<file path="src/g711_pkg.sv">
// Shared types, constants and companding functions for the G.711 codec.
// Used by the channel interfaces and the codec top level; no dependencies.

package g711_pkg;

    typedef logic [7:0]        code_t;
    typedef logic signed [15:0] sample_t;

    localparam logic [16:0] MU_CLIP    = 17'd32635;
    localparam logic [16:0] MU_BIAS    = 17'd132;
    localparam logic [7:0]  A_TOGGLE   = 8'h55;
    localparam logic [15:0] A_SEG_BASE = 16'h0108;

    localparam logic OP_ENCODE = 1'b0;
    localparam logic OP_DECODE = 1'b1;

    localparam logic LAW_MU = 1'b0;
    localparam logic LAW_A  = 1'b1;

    function automatic code_t mu_encode(input logic [15:0] s);
        logic        neg;
        logic [16:0] mag;
        logic [14:0] biased;
        logic [2:0]  seg;
        logic [3:0]  man;
        neg = s[15];
        mag = neg ? 17'(17'h10000 - {1'b0, s}) : {1'b0, s};
        if (mag > MU_CLIP)
        begin
            mag = MU_CLIP;
        end
        biased = 15'(mag + MU_BIAS);
        seg = 3'd0;
        for (int i = 0; i < 8; i++)
        begin
            if (biased[7 + i])
            begin
                seg = 3'(i);
            end
        end
        man = 4'(biased >> (4'(seg) + 4'd3));
        return ~{neg, seg, man};
    endfunction

    function automatic logic [15:0] mu_decode(input code_t code);
        code_t       u;
        logic [2:0]  seg;
        logic [3:0]  man;
        logic [15:0] base;
        logic [15:0] t;
        u = ~code;
        seg = u[6:4];
        man = u[3:0];
        base = 16'({man, 3'b000}) + 16'(MU_BIAS);
        t = 16'((base << seg) - 16'(MU_BIAS));
        return u[7] ? 16'(16'd0 - t) : t;
    endfunction

    function automatic code_t a_encode(input logic [15:0] s);
        logic        neg;
        logic [14:0] mag;
        logic [2:0]  seg;
        logic [3:0]  man;
        neg = s[15];
        mag = neg ? ~s[14:0] : s[14:0];
        seg = 3'd0;
        if (mag < 15'd256)
        begin
            man = mag[7:4];
        end
        else
        begin
            for (int i = 0; i < 7; i++)
            begin
                if (mag[8 + i])
                begin
                    seg = 3'(i + 1);
                end
            end
            man = 4'(mag >> (4'(seg) + 4'd3));
        end
        return {~neg, seg, man} ^ A_TOGGLE;
    endfunction

    function automatic logic [15:0] a_decode(input code_t code);
        code_t       a;
        logic [2:0]  seg;
        logic [3:0]  man;
        logic [15:0] t;
        a = code ^ A_TOGGLE;
        seg = a[6:4];
        man = a[3:0];
        if (seg == 3'd0)
        begin
            t = 16'({man, 4'b0000}) + 16'd8;
        end
        else
        begin
            t = 16'((16'({man, 4'b0000}) + A_SEG_BASE) << (seg - 3'd1));
        end
        return a[7] ? t : 16'(16'd0 - t);
    endfunction

endpackage

</file>
<file path="src/g711_if.sv">
// Valid/ready channel interfaces for the G.711 codec: input items, results
// and the configuration write channel. Depends on g711_pkg.

interface g711_in_if;
    logic                     valid;
    logic                     ready;
    logic                     operation;
    g711_pkg::sample_t        linear_sample;
    g711_pkg::code_t          code_in;

    modport source (output valid, operation, linear_sample, code_in, input ready);
    modport sink   (input valid, operation, linear_sample, code_in, output ready);
    modport mon    (input valid, ready, operation, linear_sample, code_in);
endinterface

interface g711_out_if;
    logic                     valid;
    logic                     ready;
    g711_pkg::code_t          code_result;
    g711_pkg::sample_t        linear_result;

    modport source (output valid, code_result, linear_result, input ready);
    modport sink   (input valid, code_result, linear_result, output ready);
    modport mon    (input valid, ready, code_result, linear_result);
endinterface

interface g711_cfg_if;
    logic valid;
    logic ready;
    logic data;

    modport source (output valid, data, input ready);
    modport sink   (input valid, data, output ready);
    modport mon    (input valid, ready, data);
endinterface

</file>
<file path="src/g711_law_codec.sv">
// G.711 mu-law / A-law codec top level with a two-register pipeline.
// Depends on g711_pkg and the channel interfaces in g711_if.sv.
//
// Usage:
// The sample_in channel carries one item per transfer: an operation bit
// (encode or decode), a 16-bit PCM sample and an 8-bit code byte. Each
// item yields exactly one transfer on result_out, holding the code byte
// when encoding or the PCM sample when decoding, the other field zero.
// The cfg channel writes the law select bit (0 mu-law, 1 A-law); it is
// always ready and should be written only while no item is in flight.
// An input transfer loads the input register; the conversion logic then
// loads the result register, which offers the result on result_out.
// Throughput is one item per cycle while the receiver takes results; the
// rate is set by the single conversion stage, taking a new item every cycle.
// When the receiver stalls, the result register holds its item and the
// input register can still take one more item before sample_in.ready drops.
// Reset clears both pipeline valid bits and selects mu-law.

module g711_law_codec
(
    input  logic           clk,
    input  logic           rst_n,
    g711_in_if.sink        sample_in,
    g711_out_if.source     result_out,
    g711_cfg_if.sink       cfg
);

    logic              law_reg;
    logic              s1_valid_reg;
    logic              s1_op_reg;
    logic [15:0]       s1_sample_reg;
    g711_pkg::code_t   s1_code_reg;
    logic              s2_valid_reg;
    g711_pkg::code_t   res_code_reg;
    logic [15:0]       res_lin_reg;
    g711_pkg::code_t   res_code_next;
    logic [15:0]       res_lin_next;
    logic              s1_free;
    logic              s2_free;

    assign cfg.ready = 1'b1;

    assign s2_free = !s2_valid_reg || result_out.ready;
    assign s1_free = !s1_valid_reg || s2_free;
    assign sample_in.ready = s1_free;

    always_ff @(posedge clk or negedge rst_n)
    begin
        if (!rst_n)
        begin
            law_reg      <= g711_pkg::LAW_MU;
            s1_valid_reg <= 1'b0;
            s2_valid_reg <= 1'b0;
        end
        else
        begin
            if (cfg.valid && cfg.ready)
            begin
                law_reg <= cfg.data;
            end
            if (s1_free)
            begin
                s1_valid_reg <= sample_in.valid;
            end
            if (s2_free)
            begin
                s2_valid_reg <= s1_valid_reg;
            end
        end
    end

    always_ff @(posedge clk)
    begin
        if (s1_free && sample_in.valid)
        begin
            s1_op_reg     <= sample_in.operation;
            s1_sample_reg <= sample_in.linear_sample;
            s1_code_reg   <= sample_in.code_in;
        end
        if (s2_free && s1_valid_reg)
        begin
            res_code_reg <= res_code_next;
            res_lin_reg  <= res_lin_next;
        end
    end

    always_comb
    begin
        res_code_next = '0;
        res_lin_next  = '0;
        case (s1_op_reg)
            g711_pkg::OP_ENCODE:
            begin
                res_code_next = (law_reg == g711_pkg::LAW_A)
                              ? g711_pkg::a_encode(s1_sample_reg)
                              : g711_pkg::mu_encode(s1_sample_reg);
            end
            g711_pkg::OP_DECODE:
            begin
                res_lin_next = (law_reg == g711_pkg::LAW_A)
                             ? g711_pkg::a_decode(s1_code_reg)
                             : g711_pkg::mu_decode(s1_code_reg);
            end
            default:
            begin
                res_code_next = '0;
                res_lin_next  = '0;
            end
        endcase
    end

    assign result_out.valid         = s2_valid_reg;
    assign result_out.code_result   = res_code_reg;
    assign result_out.linear_result = res_lin_reg;

endmodule

</file>
<file path="src/flat_wrapper.sv">
// flat-port wrapper written by rule: the top's interface ports become plain ports
module g711_law_codec_flat 
  (clk, rst_n, sample_in_valid, sample_in_operation, sample_in_linear_sample, sample_in_code_in, sample_in_ready, result_out_valid, result_out_code_result, result_out_linear_result, result_out_ready, cfg_valid, cfg_data, cfg_ready);
  g711_in_if sample_in_i ();
  g711_out_if result_out_i ();
  g711_cfg_if cfg_i ();
  input  logic clk;
  input  logic rst_n;
  input wire logic [$bits(sample_in_i.valid)-1:0] sample_in_valid;
  input wire logic [$bits(sample_in_i.operation)-1:0] sample_in_operation;
  input wire logic [$bits(sample_in_i.linear_sample)-1:0] sample_in_linear_sample;
  input wire logic [$bits(sample_in_i.code_in)-1:0] sample_in_code_in;
  output wire logic [$bits(sample_in_i.ready)-1:0] sample_in_ready;
  output wire logic [$bits(result_out_i.valid)-1:0] result_out_valid;
  output wire logic [$bits(result_out_i.code_result)-1:0] result_out_code_result;
  output wire logic [$bits(result_out_i.linear_result)-1:0] result_out_linear_result;
  input wire logic [$bits(result_out_i.ready)-1:0] result_out_ready;
  input wire logic [$bits(cfg_i.valid)-1:0] cfg_valid;
  input wire logic [$bits(cfg_i.data)-1:0] cfg_data;
  output wire logic [$bits(cfg_i.ready)-1:0] cfg_ready;
  assign sample_in_i.valid = sample_in_valid;
  assign sample_in_i.operation = sample_in_operation;
  assign sample_in_i.linear_sample = sample_in_linear_sample;
  assign sample_in_i.code_in = sample_in_code_in;
  assign sample_in_ready = sample_in_i.ready;
  assign result_out_valid = result_out_i.valid;
  assign result_out_code_result = result_out_i.code_result;
  assign result_out_linear_result = result_out_i.linear_result;
  assign result_out_i.ready = result_out_ready;
  assign cfg_i.valid = cfg_valid;
  assign cfg_i.data = cfg_data;
  assign cfg_ready = cfg_i.ready;
  g711_law_codec u_core (.clk(clk), .rst_n(rst_n), .sample_in(sample_in_i), .result_out(result_out_i), .cfg(cfg_i));
endmodule
</file>
<file path="config.mk">
export PLATFORM = sky130hd
export DESIGN_NAME = g711_law_codec_flat
export DESIGN_NICKNAME = d
export VERILOG_FILES = /design/src/g711_pkg.sv /design/src/g711_if.sv /design/src/g711_law_codec.sv /design/src/flat_wrapper.sv
export SDC_FILE = /design/constraint.sdc
export NUM_CORES = 1
export LEC_CHECK = 0
export BUFFER_PORTS_ARGS = -buffer_cell sky130_fd_sc_hd__clkbuf_2
export CORE_MARGIN = 2
export CORE_UTILIZATION = 50
export DETAILED_ROUTE_END_ITERATION = 7
export GPL_ROUTABILITY_DRIVEN = 0
export PLACE_DENSITY_LB_ADDON = 0.05
export SETUP_SLACK_MARGIN = 0.15
export SLEW_MARGIN = 15
export SYNTH_ARGS = -nofsm -noshare
export SYNTH_HDL_FRONTEND = slang
export SYNTH_SLANG_ARGS = --single-unit
</file>
<file path="constraint.sdc">
create_clock -name clk -period 6.24 [get_ports clk]
set_clock_uncertainty 0.05 [all_clocks]
set_input_delay 0.936 -clock clk [delete_from_list [all_inputs] [get_ports clk]]
set_output_delay 0.936 -clock clk [all_outputs]
set_load 0.05 [all_outputs]
</file>
# ---- Yosys cells after proc, flatten, opt, wreduce, memory -nomap -nowiden
# Cells that the tools add are included.
dict set report word_totals {
  out_inout_bits 27
  ff_bits 52
  wordCells 69
}
dict set report op_classes {
  reduce_logical 7
  add_sub_neg 11
  n_mux 31
  bitwise 6
  order_cmp 2
  n_shift 4
}
# operator count
set ops {}
lappend ops {{16-bit two-way mux} 5}
lappend ops {{15-bit two-way mux} 3}
lappend ops {{3-bit two-way mux} 13}
lappend ops {{16-bit by 3-bit << shifter with 16-bit output} 2}
lappend ops {{1-bit by 16-bit subtractor with 16-bit output, first input constant} 2}
lappend ops {{15-bit by 4-bit >> shifter with 4-bit output} 2}
lappend ops {{17-bit by 15-bit greater-than comparator with 1-bit output, second input constant} 1}
lappend ops {{17-bit two-way mux} 1}
lappend ops {{17-bit by 16-bit subtractor with 17-bit output, first input constant} 1}
lappend ops {{8-bit inverter} 2}
lappend ops {{16-bit by 8-bit subtractor with 16-bit output, second input constant} 1}
lappend ops {{15-bit by 8-bit adder with 15-bit output, second input constant} 1}
lappend ops {{15-bit by 9-bit less-than comparator with 1-bit output, second input constant} 1}
lappend ops {{15-bit inverter} 1}
lappend ops {{8-bit by 9-bit adder with 10-bit output, second input constant} 1}
lappend ops {{7-bit by 8-bit adder with 9-bit output, second input constant} 1}
lappend ops {{8-bit by 4-bit adder with 9-bit output, second input constant} 1}
lappend ops {{3-bit by 2-bit adder with 4-bit output, second input constant} 2}
lappend ops {{2-bit two-way mux} 4}
lappend ops {{4-bit two-way mux} 2}
lappend ops {{8-bit two-way mux} 1}
lappend ops {{4-bit inverter} 2}
lappend ops {{3-bit logical NOT} 1}
lappend ops {{3-bit by 1-bit subtractor with 3-bit output, second input constant} 1}
lappend ops {{other kinds (5)} 9}

# ---- Longest topological paths before layout
# Gate-level depths: netlist (run 1).
dict set report logic_depth {
  depth_word 18
  depth_mapped 20
}

# ---- Worst setup path after synthesis (run 1)
# OpenSTA, ideal clock, no wires.
dict set report synth_timing {
  path_kind {register to register}
  from {reg u_core.s1_sample_reg[0]}
  to {reg u_core.res_code_reg[0], in the netlist u_core.result_out.code_result[0] (data pin)}
  setup_ns 0.258
  stages_incl_launch_ff 21
  required_ns 5.932
  t_arrival_ns 4.517
  path_buffers 2
  synth_period_minus_slack_ns 4.826
  slack_ns 1.414
  cell_sequence {edfxtp_1 > inv_1 > ha_1 > or3b_1 > buf_4 > o41ai_2 > xnor2_1 > o2111ai_2 > o31ai_2 > buf_4 > nor2_1 > ha_1 > nor3b_1 > o31ai_1 > mux2_2 > nand2_1 > a21oi_2 > o311ai_4 > o221a_2 > or2_2 > o221a_1}
}
dict set report synth_between {
  elab_chain_cells 18
  word_cells_on_any_way 25
}
# element line_no
set synth_lines {}
lappend synth_lines {{start: declaration} g711_law_codec.sv:31} ;# logic [15:0] s1_sample_reg;
lappend synth_lines {{start signal: assignment} g711_law_codec.sv:77} ;# s1_sample_reg <= sample_in.linear_sample;
lappend synth_lines {{17-bit by 16-bit subtractor with 17-bit output} g711_pkg.sv:27} ;# mag = neg ? 17'(17'h10000 - {1'b0, s}) : {1'b0, s};
lappend synth_lines {{17-bit two-way mux} g711_pkg.sv:27}
lappend synth_lines {{17-bit by 15-bit greater-than comparator with 1-bit output} g711_pkg.sv:28} ;# if (mag > MU_CLIP)
lappend synth_lines {{15-bit two-way mux} g711_pkg.sv:28}
lappend synth_lines {{15-bit two-way mux} g711_law_codec.sv:91} ;# case (s1_op_reg)
lappend synth_lines {{15-bit by 8-bit adder with 15-bit output} g711_pkg.sv:32} ;# biased = 15'(mag + MU_BIAS);
lappend synth_lines {{1-bit two-way mux} g711_pkg.sv:36} ;# if (biased[7 + i])
lappend synth_lines {{2-bit two-way mux (2 in series)} g711_pkg.sv:36}
lappend synth_lines {{3-bit two-way mux (4 in series)} g711_pkg.sv:36}
lappend synth_lines {{3-bit two-way mux} g711_law_codec.sv:91}
lappend synth_lines {{3-bit by 2-bit adder with 4-bit output} g711_pkg.sv:41} ;# man = 4'(biased >> (4'(seg) + 4'd3));
lappend synth_lines {{15-bit by 4-bit >> shifter with 4-bit output} g711_pkg.sv:41}
lappend synth_lines {{8-bit inverter} g711_pkg.sv:42} ;# return ~{neg, seg, man};
lappend synth_lines {{8-bit two-way mux *} g711_law_codec.sv:95} ;# ? g711_pkg::a_encode(s1_sample_reg)
lappend synth_lines {{end signal: assignment} g711_law_codec.sv:82} ;# res_code_reg <= res_code_next;
lappend synth_lines {{end: declaration} g711_law_codec.sv:34} ;# g711_pkg::code_t res_code_reg;
# Every way passes the cells marked *; elsewhere a longest branch is shown, timed or not. The select of a mux whose other input is x is not followed.
# A chain may end at the register's enable or synchronous reset.

# ---- Worst setup path after layout (run 1)
# Ends and elaborated chain as after synthesis.

==> metrics.yaml, run 1 <==
cap_violations: 0
largest_reg_flops: 16
die_area_um2: 11500
p_total_uw: 1150
start_util_pct: 51.6
clkSinkCount: 50
grt_pass1_vias: 4349
antenna_found_initial: 0
final_layout_size_suffix_gt1_share_pct: 17.4
hold_class: "input pin to async pin"
tns_ns: 0
die_h_um: 107
yosysSeqAreaShare_pct: 27.8
wl_um: 13100
register_area_um2: 1490
design.core.area_um2: 10400
cts.path.max_buffers: 2
fillCellCount: 981
crit_chain: "inv_1 -> ha_1 -> or3b_1 -> o41ai_2 -> xnor2_1 -> o2111ai_2 -> o31ai_2 -> buf_4 -> nor2_1 -> ha_1 -> nor3b_1 -> o31ai_1 -> mux2_2 -> nand2_1 -> a21oi_2 -> o311ai_4 -> o221a_2 -> or2_2 -> o221a_1"
crit_cells: 19
grtUsageTotal_pct: 23.6
crit_family: "compound AO/OA/AOI/OAI gates"
syn_inst: 634
crit_required_ns: 6.24
wire_per_inst_um: 16.6
fmax_mhz: 180
synth_seq_cells: 50
vias_per_cell: 6.05
grt_max_degree: 38
hold_violations: 0
final.min_clock_period_ns: 5.57
drt_iter0_drc: 431
area_delta_synth_final_pct: 6.34
clockRootBuffer: "clkbuf_8"
status: "finished clean"
synth_edf_count: 47
finalMaxSlewViolations: 0
cts_buffers: 5
slowest_stage: "or3b_1"
postCtsSetupBuffers: 0
r2r_setup_slack_ns: 0.67
rsz0062_at_grt: "false"
synth-async-reset-ratio_pct: 6.00
worst-setup-path-type: "flip-flop to flip-flop"
cts_max_level: 2
rows: 37
grt_pass1_wl_um: 22000
crit_path_start_kind: "flip-flop"
path_max_fanout: 16
clock_latency_ns: 0.29
cp_slowest_stage_delay_ns: 0.57
synth_ff_type: "edfxtp_1"
overflow: 0
syn_avg_cell_area_um2: 8.44
die_width_um: 107
first_pass_iters: 6
r2r-start: "u_core.s1_sample_reg[0]"
drtAntennaViolNets: 0
vias: 4780
layout_common_cells: "73 x nor2_1, 54 x clkbuf_2, 51 x nand2_1, 47 x edfxtp_1, 33 x a21oi_1"
yosys_warnings: 0
syn_area_um2: 5350
worst_slew_pin_slew_ns: 1.19
arrival_ns: 5.57
max-vdd-ir-drop_mv: 0.136
multi_input_area_um2: 3570
crit_path_frequent_cell: "ha_1"
portBuffers: 54
drc: 0
power.density_nw_per_um2: 202
fin_nets: 694
slew_headroom_pct: 20.5
diodes: 0
clk_pin_slew_worst_paths_ns: 0.09
crit_buf_inv: 2
hold_buffers: 0
r2r-end: "u_core.result_out.code_result[0]"
dpl.hpwl_um: 10100
post-route-period-util_pct: 89.3
boundaryPins: 58
post_cts_resized: 0
final_common_cell: "nor2_1"
cts_tree: "yes"
yosysUniqueCellTypes: 92
p_leak_uw: 0.00216
end_kind: "flip-flop"
setup_violations: 0
r2r.worst_path.cells: 19
worst max path at each step:
stage                                        from                          endpoint
after floorplan           u_core.s1_sample_reg[0]  u_core.result_out.code_result[0]
after global placement    u_core.s1_sample_reg[2]  u_core.result_out.code_result[3]
after detailed placement  u_core.s1_sample_reg[0]  u_core.result_out.code_result[0]
after CTS                 u_core.s1_sample_reg[0]  u_core.result_out.code_result[0]
after global routing      u_core.s1_sample_reg[0]  u_core.result_out.code_result[0]
final                     u_core.s1_sample_reg[0]  u_core.result_out.code_result[0]
cell families after synthesis:
kind of cell    Yosys count  synth area share (%)
other cells               2                 0.140
mux                      36                  6.94
fa+ha+maj                10                  2.34
compound gates          184                  26.4
buf+inv                  67                  5.68
simple gates            237                  22.6
xor+xnor                 48                  8.14
flops                    50                  27.8
final cells by class:
cell class | count | share of cell area [%]
Timing Repair Buffer | 59 | 5.41
Sequential cell | 50 | 26.1
Inverter | 19 | 1.25
Clock buffer | 5 | 1.21
Clock inverter | 3 | 0.286
Tap cell | 136 | 2.99
Multi-Input combinational cell | 518 | 62.7
metrics by stage:
stage / setup slack (ns) / util (%) / instances / instance area, um2 / hold slack [ns]
floorplan: 1.41 / - / 635 / 5360 / 0.399
global placement: 0.909 / 54.1 / 782 / 5610 / 0.406
detailed placement: 0.739 / 54.1 / 782 / 5610 / 0.426
CTS: 0.701 / 54.9 / 790 / 5690 / 0.385
global route: 0.203 / 54.9 / 790 / 5690 / 0.379
finish: 0.670 / 54.9 / 790 / 5690 / 0.386
report_power, final:
group          internal [uW]  switching (uW)  total [uW]  leakage [uW]
clock                   76.9             103         180     0.0000416
sequential               405            39.0         444      0.000491
combinational            187             338         525       0.00162
total                    669             480        1150       0.00216
layer usage:
layer / GRT usage [%] / wire [um]
met1: 38.2 / 6770
met2: 34.0 / 5360
met3: 3.33 / 887
met4: 3.02 / 69
met5: 0 / 0
Yosys cell counts, types with 4 or more instances:
cell / number / area [um2]
nand2_1: 51 / 191
o21ai_0: 32 / 160
a211oi_1: 12 / 90.1
nor2b_1: 10 / 62.6
nand2b_1: 10 / 62.6
buf_1: 5 / 18.8
inv_1: 18 / 67.6
o21bai_1: 4 / 30.0
o211ai_1: 12 / 90.1
nor2_1: 73 / 274
xnor2_1: 27 / 236
mux2i_1: 27 / 270
o31ai_1: 9 / 67.6
nor3_1: 19 / 95.1
nand3b_1: 5 / 37.5
o21a_1: 8 / 60.1
nand4_1: 5 / 31.3
a21oi_1: 33 / 165
xor2_1: 19 / 166
o21ai_1: 4 / 20.0
and3_1: 6 / 37.5
nand3_1: 9 / 45.0
edfxtp_1: 47 / 1410
ha_1: 10 / 125
a31oi_1: 5 / 31.3
nor4_1: 6 / 37.5
a41oi_1: 4 / 35.0
mux2_2: 9 / 101
nor3b_1: 5 / 37.5
clkbuf_1: 30 / 113
o22ai_1: 8 / 50.1
buf_4: 7 / 52.6
or3_1: 9 / 56.3
and2_1: 14 / 87.6
No activity file was read; power rests on OpenSTA's default activity.
==> inputs of run 2 (changes only) <==
--- a/config.mk
+++ b/config.mk
@@ -8,6 +8,7 @@
 export BUFFER_PORTS_ARGS = -buffer_cell sky130_fd_sc_hd__clkbuf_2
 export CORE_MARGIN = 2
 export CORE_UTILIZATION = 50
+export CTS_BUF_LIST = sky130_fd_sc_hd__clkbuf_16
 export DETAILED_ROUTE_END_ITERATION = 7
 export GPL_ROUTABILITY_DRIVEN = 0
 export PLACE_DENSITY_LB_ADDON = 0.05
==> metrics.yaml, run 2 (synthesis results as in run 1) <==
clockRootBuffer: "clkbuf_16"
hold_class: "input pin to async pin"
fmax_mhz: 180
vias: 4805
boundaryPins: 58
cap_violations: 0
crit_required_ns: 6.23
die_h_um: 107
die_area_um2: 11500
clkSinkCount: 50
grt_pass1_wl_um: 22100
layout_common_cells: "73 x nor2_1, 54 x clkbuf_2, 51 x nand2_1, 47 x edfxtp_1, 33 x a21oi_1"
cts_buffers: 5
final.min_clock_period_ns: 5.57
setup_violations: 0
start_util_pct: 51.6
r2r-start: "u_core.s1_sample_reg[0]"
diodes: 0
r2r.worst_path.cells: 19
area_delta_synth_final_pct: 7.39
hold_violations: 0
drc: 0
grt_pass1_vias: 4354
final_common_cell: "nor2_1"
path_max_fanout: 16
status: "finished clean"
wire_per_inst_um: 16.7
overflow: 0
vias_per_cell: 6.08
p_leak_uw: 0.00218
portBuffers: 54
wl_um: 13200
cts.path.max_buffers: 2
postCtsSetupBuffers: 0
finalMaxSlewViolations: 0
tns_ns: 0
max-vdd-ir-drop_mv: 0.150
slew_headroom_pct: 20.6
largest_reg_flops: 16
r2r-end: "u_core.result_out.code_result[0]"
grtUsageTotal_pct: 23.7
post-route-period-util_pct: 89.2
grt_max_degree: 38
antenna_found_initial: 0
first_pass_iters: 6
clk_pin_slew_worst_paths_ns: 0.07
cp-startpoint: "u_core.s1_sample_reg[0]"
post_cts_resized: 0
clock_latency_ns: 0.29
crit_path_start_kind: "flip-flop"
dpl.hpwl_um: 10100
fin_nets: 694
final_layout_size_suffix_gt1_share_pct: 17.4
rows: 37
rsz0062_at_grt: "false"
die_width_um: 107
drt_iter0_drc: 429
cts_max_level: 2
r2r_setup_slack_ns: 0.67
cts_tree: "yes"
end_kind: "flip-flop"
power.density_nw_per_um2: 214
fin_area_um2: 5750
design.core.area_um2: 10400
hold_buffers: 0
worst-setup-path-type: "flip-flop to flip-flop"
worst_slew_pin_slew_ns: 1.19
dpl_cell_area_um2: 5610
arrival_ns: 5.55
drtAntennaViolNets: 0
## run 2: cell types whose count changed in the layout (fill, tap and decap cells not counted)
cell       delta
clkbuf_16     +5
clkbuf_8      -5
## run 2: cell type report
cell class | instances | area (um2)
Clock buffer | 5 | 125
Multi-Input combinational cell | 518 | 3570
Fill cell | 979 | 4620
Tap cell | 136 | 170
Clock inverter | 3 | 16.3
Sequential cell | 50 | 1490
Inverter | 19 | 71.3
Timing Repair Buffer | 59 | 308
## run 2: worst max-delay path by stage
stage,slack (ns),endpoint
floorplan,1.41,u_core.result_out.code_result[0]
global placement,0.91,u_core.result_out.code_result[3]
CTS,0.71,u_core.result_out.code_result[0]
detailed placement,0.74,u_core.result_out.code_result[0]
finish,0.67,u_core.result_out.code_result[0]
global route,0.22,u_core.result_out.code_result[0]
## run 2: stage by stage
stage	power, uW	instances	setup WS (ns)	hold WS [ns]	util [%]
3_5_place_dp	968	782	0.739	0.426	54.1
3_3_place_gp	964	782	0.909	0.406	54.1
5_1_grt	1310	790	0.216	0.402	55.4
2_1_floorplan	859	635	1.41	0.399	-
4_1_cts	1230	790	0.709	0.403	55.4
6_report	1230	790	0.673	0.405	55.4
## run 2: metal layers
metal  GRT usage, %  vias up  part of all wire, %
met4           3.30        0                 0.52
met5              0        -                    0
met3           3.45        6                  5.9
li1               -     2386                    -
met2           34.0      185                   41
met1           38.3     2228                   52
## run 2: worst max-delay path: stages, from the launching register on
cell and delay [ns]:
edfxtp_1 0.47, inv_1 0.09, ha_1 0.23, or3b_1 0.56, o41ai_2 0.32, xnor2_1 0.28
o2111ai_2 0.32, o31ai_2 0.30, buf_4 0.21, nor2_1 0.06, ha_1 0.37, nor3b_1 0.23
o31ai_1 0.22, mux2_2 0.21, nand2_1 0.06, a21oi_2 0.32, o311ai_4 0.22, o221a_2 0.30
or2_2 0.27, o221a_1 0.21
## run 2: where the power goes
| group | leakage [uW] | total, uW | internal (uW) | switching (uW) |
|---|---|---|---|---|
| Sequential | 0.000491 | 445 | 406 | 39.1 |
| Combinational | 0.00162 | 526 | 187 | 339 |
| Clock | 0.0000672 | 259 | 146 | 113 |
